$ cat config.mk
export PLATFORM = sky130hd
export DESIGN_NAME = positional_list_engine_core
export DESIGN_NICKNAME = d
export VERILOG_FILES = /design/src/rtl/ple_pkg.sv /design/src/rtl/ple_ctrl.sv /design/src/rtl/ple_datapath.sv /design/src/rtl/positional_list_engine_core.sv
export SDC_FILE = /design/constraint.sdc
export NUM_CORES = 2
export LEC_CHECK = 0
export BUFFER_PORTS_ARGS = -buffer_cell sky130_fd_sc_hd__buf_2
export CAP_MARGIN = 10
export CORE_ASPECT_RATIO = 1.2
export CORE_UTILIZATION = 60
export DETAILED_ROUTE_END_ITERATION = 7
export PLACE_DENSITY = 0.84
export SLEW_MARGIN = 20
export SYNTH_ARGS = -nofsm -noshare
export SYNTH_HDL_FRONTEND = slang
export SYNTH_SLANG_ARGS = --single-unit
$ cat constraint.sdc
create_clock -name aclk -period 7.5 [get_ports aclk]
set_clock_uncertainty 0.2 [all_clocks]
set_input_delay 0.375 -clock aclk [delete_from_list [all_inputs] [get_ports aclk]]
set_output_delay 0.375 -clock aclk [all_outputs]
set_load 0.05 [all_outputs]
$ cat src/rtl/ple_pkg.sv
package ple_pkg;

    localparam int PLE_MAX_RESULTS = 32;

    localparam logic [2:0] REQ_APPEND = 3'd0;
    localparam logic [2:0] REQ_INSERT = 3'd1;
    localparam logic [2:0] REQ_REMOVE = 3'd2;
    localparam logic [2:0] REQ_FIND   = 3'd3;
    localparam logic [2:0] REQ_DUMP   = 3'd4;

    localparam logic [1:0] STS_OK       = 2'd0;
    localparam logic [1:0] STS_BAD_POS  = 2'd1;
    localparam logic [1:0] STS_FULL     = 2'd2;
    localparam logic [1:0] STS_NOT_FND  = 2'd3;

    typedef struct packed {
        logic [2:0]         req_type;
        logic [5:0]         position;
        logic signed [31:0] value;
    } ple_req_t;

    typedef struct packed {
        logic [1:0]         status;
        logic [4:0]         index;
        logic signed [31:0] data;
        logic [5:0]         count;
        logic               last;
    } ple_result_t;

    // controller -> datapath
    typedef struct packed {
        logic exec;
        logic step;
        logic fin;
    } ple_cmd_t;

    // datapath -> controller
    typedef struct packed {
        logic scan_req;
        logic is_find;
        logic emit_beat;
        logic scan_last;
        logic slot_free;
    } ple_stat_t;

endpackage

$ cat src/rtl/ple_ctrl.sv
module ple_ctrl (
    input  logic              aclk,
    input  logic              aresetn,
    input  logic              s_valid,
    output logic              s_ready,
    input  ple_pkg::ple_stat_t stat,
    output ple_pkg::ple_cmd_t  cmd
);
    import ple_pkg::*;

    typedef enum logic [2:0] {
        ST_IDLE = 3'b001,
        ST_SCAN = 3'b010,
        ST_FIN  = 3'b100
    } state_t;

    state_t state_reg, state_next;
    logic   step_ok;

    assign s_ready = (state_reg == ST_IDLE) && stat.slot_free;
    assign step_ok = !stat.emit_beat || stat.slot_free;

    always_comb begin
        state_next = state_reg;
        cmd        = '0;
        case (state_reg)
            ST_IDLE: begin
                if (s_valid && s_ready) begin
                    cmd.exec = 1'b1;
                    if (stat.scan_req) begin
                        state_next = ST_SCAN;
                    end
                end
            end
            ST_SCAN: begin
                if (step_ok) begin
                    cmd.step = 1'b1;
                    if (stat.scan_last) begin
                        state_next = stat.is_find ? ST_FIN : ST_IDLE;
                    end
                end
            end
            ST_FIN: begin
                if (stat.slot_free) begin
                    cmd.fin    = 1'b1;
                    state_next = ST_IDLE;
                end
            end
            default: begin
                state_next = ST_IDLE;
            end
        endcase
    end

    always_ff @(posedge aclk) begin
        if (!aresetn) begin
            state_reg <= ST_IDLE;
        end else begin
            state_reg <= state_next;
        end
    end

`ifndef NO_ASSERTIONS
    a_scan_entry: assert property (@(posedge aclk) disable iff (!aresetn)
        (cmd.exec && stat.scan_req) |=> (state_reg == ST_SCAN))
        else $error("scan request did not enter scan");
    a_fin_slot: assert property (@(posedge aclk) disable iff (!aresetn)
        cmd.fin |-> (state_reg == ST_FIN && stat.slot_free))
        else $error("find result issued without free slot");
    a_one_cmd: assert property (@(posedge aclk) disable iff (!aresetn)
        $countones({cmd.exec, cmd.step, cmd.fin}) <= 1)
        else $error("more than one datapath command");
`endif

endmodule

$ cat src/rtl/ple_datapath.sv
module ple_datapath #(
    parameter int CAPACITY = 32
) (
    input  logic                 aclk,
    input  logic                 aresetn,
    input  ple_pkg::ple_req_t    s_data,
    input  ple_pkg::ple_cmd_t    cmd,
    output ple_pkg::ple_stat_t   stat,
    output logic                 m_valid,
    input  logic                 m_ready,
    output ple_pkg::ple_result_t m_data
);
    import ple_pkg::*;

    localparam int CW = $clog2(CAPACITY + 1);
    localparam int PW = (CW > 6) ? CW : 6;

    logic [CW-1:0]      count_reg, count_next;
    logic [CW-1:0]      step_reg, step_next;
    logic               found_reg, found_next;
    logic [4:0]         idx_reg, idx_next;
    logic               find_reg, find_next;
    logic signed [31:0] val_reg, val_next;
    logic               m_valid_reg, m_valid_next;
    ple_result_t        res_reg, res_next;

    logic signed [31:0] cell_reg  [CAPACITY];
    logic signed [31:0] cell_next [CAPACITY];
    logic signed [31:0] left_nb   [CAPACITY];
    logic signed [31:0] right_nb  [CAPACITY];

    logic [PW-1:0] n_ext, pos_ext, ins_pos, last_idx, dump_last, step_ext;
    logic          full, do_ins, do_rem, load;
    logic [1:0]    exec_status;

    assign n_ext     = PW'(count_reg);
    assign pos_ext   = PW'(s_data.position);
    assign step_ext  = PW'(step_reg);
    assign full      = (count_reg == CW'(CAPACITY));
    assign last_idx  = n_ext - PW'(1);
    assign dump_last = (n_ext > PW'(PLE_MAX_RESULTS)) ? PW'(PLE_MAX_RESULTS - 1) : last_idx;

    assign stat.slot_free = !m_valid_reg || m_ready;
    assign stat.scan_req  = ((s_data.req_type == REQ_FIND) || (s_data.req_type == REQ_DUMP))
                            && (count_reg != '0);
    assign stat.is_find   = find_reg;
    assign stat.emit_beat = !find_reg && (step_ext < PW'(PLE_MAX_RESULTS));
    assign stat.scan_last = (step_ext == last_idx);

    // request decode at intake
    always_comb begin
        do_ins      = 1'b0;
        do_rem      = 1'b0;
        ins_pos     = pos_ext;
        exec_status = STS_OK;
        case (s_data.req_type)
            REQ_APPEND: begin
                ins_pos = n_ext;
                if (full) begin
                    exec_status = STS_FULL;
                end else begin
                    do_ins = cmd.exec;
                end
            end
            REQ_INSERT: begin
                if (pos_ext > n_ext) begin
                    exec_status = STS_BAD_POS;
                end else if (full) begin
                    exec_status = STS_FULL;
                end else begin
                    do_ins = cmd.exec;
                end
            end
            REQ_REMOVE: begin
                if (pos_ext >= n_ext) begin
                    exec_status = STS_BAD_POS;
                end else begin
                    do_rem = cmd.exec;
                end
            end
            REQ_FIND: begin
                exec_status = STS_NOT_FND;
            end
            default: begin
                exec_status = STS_OK;
            end
        endcase
    end

    // cell row: shift for insert/remove, rotate the first count cells for scans
    genvar g;
    generate
        for (g = 0; g < CAPACITY; g++) begin : g_cell
            localparam logic [PW-1:0] IDX = PW'(g);
            if (g > 0) begin : g_left
                assign left_nb[g] = cell_reg[g-1];
            end else begin : g_left0
                assign left_nb[g] = cell_reg[g];
            end
            if (g < CAPACITY - 1) begin : g_right
                assign right_nb[g] = cell_reg[g+1];
            end else begin : g_right_end
                assign right_nb[g] = cell_reg[g];
            end

            always_comb begin
                cell_next[g] = cell_reg[g];
                if (do_ins) begin
                    if (IDX == ins_pos) begin
                        cell_next[g] = s_data.value;
                    end else if (IDX > ins_pos) begin
                        cell_next[g] = left_nb[g];
                    end
                end else if (do_rem) begin
                    if (IDX >= pos_ext) begin
                        cell_next[g] = right_nb[g];
                    end
                end else if (cmd.step) begin
                    if (IDX == last_idx) begin
                        cell_next[g] = cell_reg[0];
                    end else if (IDX < last_idx) begin
                        cell_next[g] = right_nb[g];
                    end
                end
            end
        end
    endgenerate

    always_comb begin
        count_next = count_reg;
        step_next  = step_reg;
        found_next = found_reg;
        idx_next   = idx_reg;
        find_next  = find_reg;
        val_next   = val_reg;
        load       = 1'b0;
        res_next   = res_reg;

        if (do_ins) begin
            count_next = count_reg + CW'(1);
        end else if (do_rem) begin
            count_next = count_reg - CW'(1);
        end

        if (cmd.exec) begin
            step_next  = '0;
            found_next = 1'b0;
            idx_next   = '0;
            find_next  = (s_data.req_type == REQ_FIND);
            val_next   = s_data.value;
            if (!stat.scan_req) begin
                load            = 1'b1;
                res_next.status = exec_status;
                res_next.index  = '0;
                res_next.data   = '0;
                res_next.count  = 6'(count_next);
                res_next.last   = 1'b1;
            end
        end else if (cmd.step) begin
            step_next = step_reg + CW'(1);
            if (find_reg && !found_reg && (cell_reg[0] == val_reg)) begin
                found_next = 1'b1;
                idx_next   = 5'(step_reg);
            end
            if (stat.emit_beat) begin
                load            = 1'b1;
                res_next.status = STS_OK;
                res_next.index  = '0;
                res_next.data   = cell_reg[0];
                res_next.count  = 6'(count_reg);
                res_next.last   = (step_ext == dump_last);
            end
        end else if (cmd.fin) begin
            load            = 1'b1;
            res_next.status = found_reg ? STS_OK : STS_NOT_FND;
            res_next.index  = found_reg ? idx_reg : 5'd0;
            res_next.data   = '0;
            res_next.count  = 6'(count_reg);
            res_next.last   = 1'b1;
        end

        if (load) begin
            m_valid_next = 1'b1;
        end else if (m_ready) begin
            m_valid_next = 1'b0;
        end else begin
            m_valid_next = m_valid_reg;
        end
    end

    always_ff @(posedge aclk) begin
        if (!aresetn) begin
            count_reg   <= '0;
            m_valid_reg <= 1'b0;
            find_reg    <= 1'b0;
            found_reg   <= 1'b0;
            step_reg    <= '0;
        end else begin
            count_reg   <= count_next;
            m_valid_reg <= m_valid_next;
            find_reg    <= find_next;
            found_reg   <= found_next;
            step_reg    <= step_next;
        end
    end

    always_ff @(posedge aclk) begin
        idx_reg  <= idx_next;
        val_reg  <= val_next;
        res_reg  <= res_next;
        cell_reg <= cell_next;
    end

    assign m_valid = m_valid_reg;
    assign m_data  = res_reg;

`ifndef NO_ASSERTIONS
    a_count_cap: assert property (@(posedge aclk) disable iff (!aresetn)
        count_reg <= CW'(CAPACITY))
        else $error("entry count above capacity");
    a_no_overwrite: assert property (@(posedge aclk) disable iff (!aresetn)
        load |-> stat.slot_free)
        else $error("result register overwritten before taken");
    a_scan_count: assert property (@(posedge aclk) disable iff (!aresetn)
        cmd.step |=> $stable(count_reg))
        else $error("entry count changed during scan");
`endif

endmodule

$ cat src/rtl/positional_list_engine_core.sv
// Channel  Ports                      Beat contents
// -------  -------------------------  ---------------------------------------
// request  s_valid, s_ready, s_data   req_type, position, value
// result   m_valid, m_ready, m_data   status, index, data, count, last
//
// Append, insert, remove and unknown requests: accepted and answered at the same
// edge through the registered result slot, one request per cycle while the slot is free.
// Find: the entry row rotates once through cell 0 for the compare.
// Find or dump on an empty list is answered at intake like an edit request.
// Dump: one beat per cycle from the rotating row, paced by m_ready; intake waits.
// aresetn is synchronous, active low; it empties the list but does not clear cells.
// A stalled result slot holds back intake and dump beats.
module positional_list_engine_core #(
    parameter int CAPACITY = 32
) (
    input  logic                 aclk,
    input  logic                 aresetn,
    input  logic                 s_valid,
    output logic                 s_ready,
    input  ple_pkg::ple_req_t    s_data,
    output logic                 m_valid,
    input  logic                 m_ready,
    output ple_pkg::ple_result_t m_data
);
    import ple_pkg::*;

    ple_cmd_t  cmd;
    ple_stat_t stat;

    ple_ctrl u_ctrl (
        .aclk    (aclk),
        .aresetn (aresetn),
        .s_valid (s_valid),
        .s_ready (s_ready),
        .stat    (stat),
        .cmd     (cmd)
    );

    ple_datapath #(
        .CAPACITY (CAPACITY)
    ) u_datapath (
        .aclk    (aclk),
        .aresetn (aresetn),
        .s_data  (s_data),
        .cmd     (cmd),
        .stat    (stat),
        .m_valid (m_valid),
        .m_ready (m_ready),
        .m_data  (m_data)
    );

endmodule
=== Word level (Yosys, flattened, before mapping) ===
Cells that the tools add are included.
W data, S select, Z words.

* Divide/modulo/power cells: 0
* Shifts and indexed selects: 0
* Add/sub/neg operators: 3
* Mux-type cells: 293
* Equal/unequal tests: 145
* Bitwise operators: 1
* Reduce and logical (&&, ||, !) cells: 89
* Multipliers: 0
* $lt $le $gt $ge: 97

{| class="wikitable"
|+ Operators with widths
! operator !! number
|-
| $mux W32 || 253
|-
| $mux W46 || 5
|-
| $eq A5 B6 Y1 const A || 32
|-
| $reduce_and A4 Y1 || 31
|-
| $reduce_bool A4 Y1 || 30
|-
| $eq A4 B6 Y1 const A || 16
|-
| $gt A5 B6 Y1 const A || 16
|-
| $ne A3 B2 Y1 const B || 31
|-
| $ne A3 B3 Y1 const B || 31
|-
| $ge A5 B6 Y1 const A || 15
|-
| $lt A5 B6 Y1 const A || 15
|-
| $eq A3 B6 Y1 const A || 8
|-
| $ge A4 B6 Y1 const A || 8
|-
| $gt A4 B6 Y1 const A || 8
|-
| $lt A4 B6 Y1 const A || 8
|-
| $eq A32 B32 Y1 || 1
|-
| $eq A2 B6 Y1 const A || 4
|-
| $ge A3 B6 Y1 const A || 4
|-
| $gt A3 B6 Y1 const A || 4
|-
| $lt A3 B6 Y1 const A || 4
|-
| $mux W6 || 4
|-
| $mux W1 || 18
|-
| $mux W3 || 6
|-
| $add A6 B1 Y6 const B || 2
|-
| 38 further kinds || 74
|}

* Logic and storage cells: 673
* Bits in writable memories: 0
* Input port bits: 45
* Bits in latches: 0
* Memories: 0
* Bits in registers: 1125
* ROM bits: 0

=== Depth between registers and ports, before layout ===
* Word-level depth: 12
* Depth in mapped cells: 14
* Mapped depth without buffers: 8

=== By module ===
Synthesis repeated with hierarchy kept, for this count alone.

* Cells, all modules: 7463
* Area total of the unflattened synthesis: 67763.7 um^2

{| class="wikitable"
|+ By module, submodules not included
! module !! times used !! cells an instance !! area an instance (um^2) !! seq. area each (um^2)
|-
| ple_datapath || 1 || 7438 || 67528.5 || 33492.1
|-
| ple_ctrl || 1 || 25 || 235.2 || 60.1
|}

=== Worst setup path after synthesis ===
Ideal clock, no wire load.

* Path type: register -> register
* Start point: register u_datapath.count_reg[3]
* End point: register u_datapath.cell_reg[1000] (netlist bit), enable pin
* Clock period less this slack: 6.050 ns
* Setup time: 0.480 ns
* Path slack: 1.450 ns
* Stages on the path, launching flop included: 14
* Arrival: 5.370 ns
* Cells stage by stage: dfxtp_1 > clkbuf_1 > clkbuf_1 > inv_2 > ha_1 > nand4_1 > o21bai_1 > a31oi_1 > or2_1 > buf_2 > clkbuf_1 > clkbuf_1 > o22ai_1 > a311oi_1

* Word-level cells in the longest chain between the ends: 6
* Elaborated cells on any way between the ends: 19

{| class="wikitable"
|+ Ends and longest elaborated chain
! what !! RTL line !! RTL
|-
| from (decl) || ple_datapath.sv:18 || <nowiki>logic [CW-1:0] count_reg, count_next;</nowiki>
|-
| from (signal assigned) || ple_datapath.sv:199 || <nowiki>count_reg <= count_next;</nowiki>
|-
| parallel branches: the longest is 5 deep, another holds $sub A6 B1 Y6 || -- ||
|-
| $reduce_and A5 Y1 (no line) (*) || -- ||
|-
| to (signal assigned) || ple_datapath.sv:211 || <nowiki>cell_reg <= cell_next;</nowiki>
|-
| to (decl) || ple_datapath.sv:27 || <nowiki>logic signed [31:0] cell_reg [CAPACITY];</nowiki>
|}

Mark *: on every way between the ends.
A chain may end at the register's enable or synchronous reset.

==> flow_metrics.tcl <==
set metrics [dict create \
    relSlewSlack_pct 22.9 \
    postCtsResizedCells 0 \
    die_y_um 364 \
    period_share_pct 82.1 \
    holdPathEnd "u_datapath.val_reg[30]$_DFFE_PN_" \
    track_usage_pct 38.9 \
    grt_start_max_net_pins 131 \
    netlist_area_sq_um 65400 \
    synth-edff-count 1102 \
    htreeDepth 3 \
    die_area_sq_um 110000 \
    async_flop_share_pct 0 \
    violations "DRC" \
    dieWidth_um 303 \
    synthTopCellsByArea "edfxtp_1, mux2i_1, o221ai_1" \
    setup_viol 0 \
    reg2reg_to "u_datapath.cell_reg[156]$_DFFE_PP_" \
    crit_slowest_cell "a31oi_2" \
    synth_ff_type "edfxtp_1" \
    root_buffer "clkbuf_16" \
    grt_pass1_wl_mm 324 \
    worst_pin_slew_ns 1.15 \
    cp.arrival_ns 6.42 \
    hold_path.startpoint "s_data[30]" \
    p_leak_nw 27.6 \
    status "complete, but fails checks" \
    core_region_area_sq_um 108000 \
    insertion_delay_ns 0.77 \
    ys_seq_area_share_pct 51.3 \
    whs_ns 0.0546 \
    multi_input_area_sq_um 29400 \
    final.setup.tns_ns 0 \
    yosysTopAreaCell "edfxtp_1" \
    cp_cell_sequence "inv_1 -> ha_1 -> nand4_1 -> o21bai_1 -> a31oi_2 -> or2_4 -> buf_4 -> buf_4 -> o221ai_1" \
    syn_inst 5594 \
    cts_buffers 115 \
    io_pins 93 \
    crit_top_cell "buf_4" \
    rr_startpoint "u_datapath.count_reg[5]$_SDFF_PN0_" \
    hold_path_depth 1 \
    drive_gt1_share_pct 10.3 \
    dp_hpwl_mm 129 \
    maxCapViolations 0 \
    largest_register_ffs 1024 \
    synth.top_cell.area_share_pct 50.6 \
    nets 5356 \
    floorplan.initialDensity_pct 60.5 \
    powerDensity_nw_per_um2 211 \
    synth_nets 5650 \
    peakVddDrop_uv 198 \
    hp-class "in -> reg" \
    area_growth_syn_to_layout_pct 8.76 \
    synthDistinctLibCells 81 \
    final_area_sq_um 71100 \
    vias_per_cell 7.80 \
    drtIter0Drc 8487 \
    crit_path_end_kind "flop" \
    drtAntennaViolNets 0 \
    crit_fanout 89 \
    first_pass_iters 8 \
    fillers 7917 \
    slowest_delay_ns 0.89 \
    rrSetupSlack_ns 1.34 \
    overflow 0 \
    drt-wirelength-per-cell_um 32.2 \
    antenna_found_initial 9 \
    critPathKind "reg -> reg" \
    final_util_pct 65.8 \
    crit_required_ns 7.76 \
    cts_tree "yes" \
    r2r_cells 9 \
    numPortBuffers 92 \
    critPathLaunchType "flop" \
    vias 53189 \
    clkSinkCount 1125 \
    rsz0062_at_grt "false" \
    seq_area_sq_um 33600 \
    yosys_warnings 0 \
    routed_wl_mm 219 \
    clk_pin_slew_ns 0.07 \
    globalplace.congestion 0.985 \
    num_rows 132 \
    route.detailed.drc 6 \
    fmax_mhz 162 \
    layout_min_cycle_time_ns 6.16 \
    avgSynthCellArea_sq_um 11.7 \
    finalHoldViolCount 0 \
    grt_pass1_vias 51857 \
    place_area_sq_um 67000 \
    clock_path_buffers 3 \
    drv_slew 0 \
    ys_seq_elements 1125 \
]
critical path: cells and delay by family, from the launching register on:
kind / cells / cell delay, ns
fa+ha+maj: 1 / 0.49
flops: 1 / 0.81
buf+inv: 3 / 1.95
simple gates: 2 / 0.95
compound gates: 3 / 1.36
power breakdown:
part,switching [mW],total [mW],internal (mW)
clock,2.65,6.12,3.47
combinational,1.13,1.61,0.474
sequential,0.124,7.31,7.19
total,3.91,15.0,11.1
repair_timing:
item | 4_1_cts | 5_1_grt
hold endpoints to repair | 33 | 0
hold buffers | 20 | 0
setup buffers | 0 | 0
worst max-delay path by stage:
stage | cells past startpoint | start | slack [ns] | to
after floorplan | 13 | u_datapath.count_reg[3]$_SDFF_PN0_ | 1.45 | u_datapath.cell_reg[1000]$_DFFE_PP_
after detailed placement | 9 | u_datapath.count_reg[5]$_SDFF_PN0_ | 1.49 | u_datapath.cell_reg[279]$_DFFE_PP_
after global routing | 9 | u_datapath.count_reg[5]$_SDFF_PN0_ | 1.04 | u_datapath.cell_reg[279]$_DFFE_PP_
after global placement | 9 | u_datapath.count_reg[5]$_SDFF_PN0_ | 1.74 | u_datapath.cell_reg[278]$_DFFE_PP_
after CTS | 9 | u_datapath.count_reg[5]$_SDFF_PN0_ | 1.49 | u_datapath.cell_reg[156]$_DFFE_PP_
final | 9 | u_datapath.count_reg[5]$_SDFF_PN0_ | 1.34 | u_datapath.cell_reg[156]$_DFFE_PP_
routing by layer:
layer	GRT usage [%]	share of wire, %	up-vias
met5	0	0.021	-
met4	25.1	7.4	8
met3	10.1	12	1008
met2	59.8	45	4329
met1	48.6	35	26066
li1	-	-	21778
through the flow:
stage	total power [mW]	worst slack, ns	cells
4_1_cts	15.0	1.49	6808
6_report	15.0	1.34	6815
3_3_place_gp	8.91	1.74	6569
3_5_place_dp	8.96	1.49	6570
2_1_floorplan	8.43	1.45	5594
5_1_grt	15.4	1.04	6810
cell type report:
| type | instances | area share [%] |
|---|---|---|
| Antenna cell | 7 | 0.0246 |
| Clock buffer | 152 | 4.36 |
| Clock inverter | 66 | 1.13 |
| Inverter | 48 | 0.253 |
| Multi-Input combinational cell | 3696 | 41.4 |
| Sequential cell | 1125 | 47.2 |
| Tap cell | 1407 | 2.48 |
| Timing Repair Buffer | 314 | 3.22 |
cell families (layout without fill, tap and decap cells):
kind of cell / Yosys count / after routing / synth area share (%)
mux: 1364 / 1364 / 20.9
simple gates: 1186 / 1186 / 8.88
flops: 1125 / 1125 / 51.3
compound gates: 1081 / 1081 / 13.1
buf+inv: 773 / 580 / 4.86
xor+xnor: 54 / 54 / 0.744
fa+ha+maj: 11 / 11 / 0.210
other cells: 0 / 7 / 0
synth_stat cells (8+ instances only):
master / count
a211oi_1: 42
a21oi_1: 116
a221oi_1: 8
a22oi_1: 13
a31oi_1: 14
and2_1: 14
buf_1: 39
buf_2: 201
clkbuf_1: 480
dfxtp_1: 23
edfxtp_1: 1102
ha_1: 11
inv_1: 44
mux2i_1: 1364
nand2_1: 185
nand2b_1: 8
nand3_1: 730
nand4_1: 27
nor2_1: 108
nor2b_1: 40
nor3_1: 23
nor4_1: 8
o211ai_1: 9
o21ai_0: 62
o221ai_1: 701
o22ai_1: 48
xnor2_1: 43
xor2_1: 10
cells in the final DEF (no fill, tap or decap), drive strengths merged, types with 9 or more instances in the layout:
master / n
dfxtp: 23
and2: 15
a31oi: 14
xor2: 10
dlygate4sd3: 20
inv: 52
o211ai: 9
bufinv: 16
ha: 11
nor2b: 41
a22oi: 13
buf: 294
edfxtp: 1102
mux2i: 1364
nand4: 27
nor2: 108
clkbuf: 152
o221ai: 701
o22ai: 48
clkinv: 42
a221oi: 9
a211oi: 42
nand2: 185
xnor2: 43
nand3: 730
nor3: 26
o21ai: 64
a21oi: 118
Note: power is estimated with default switching activity, not from simulation.
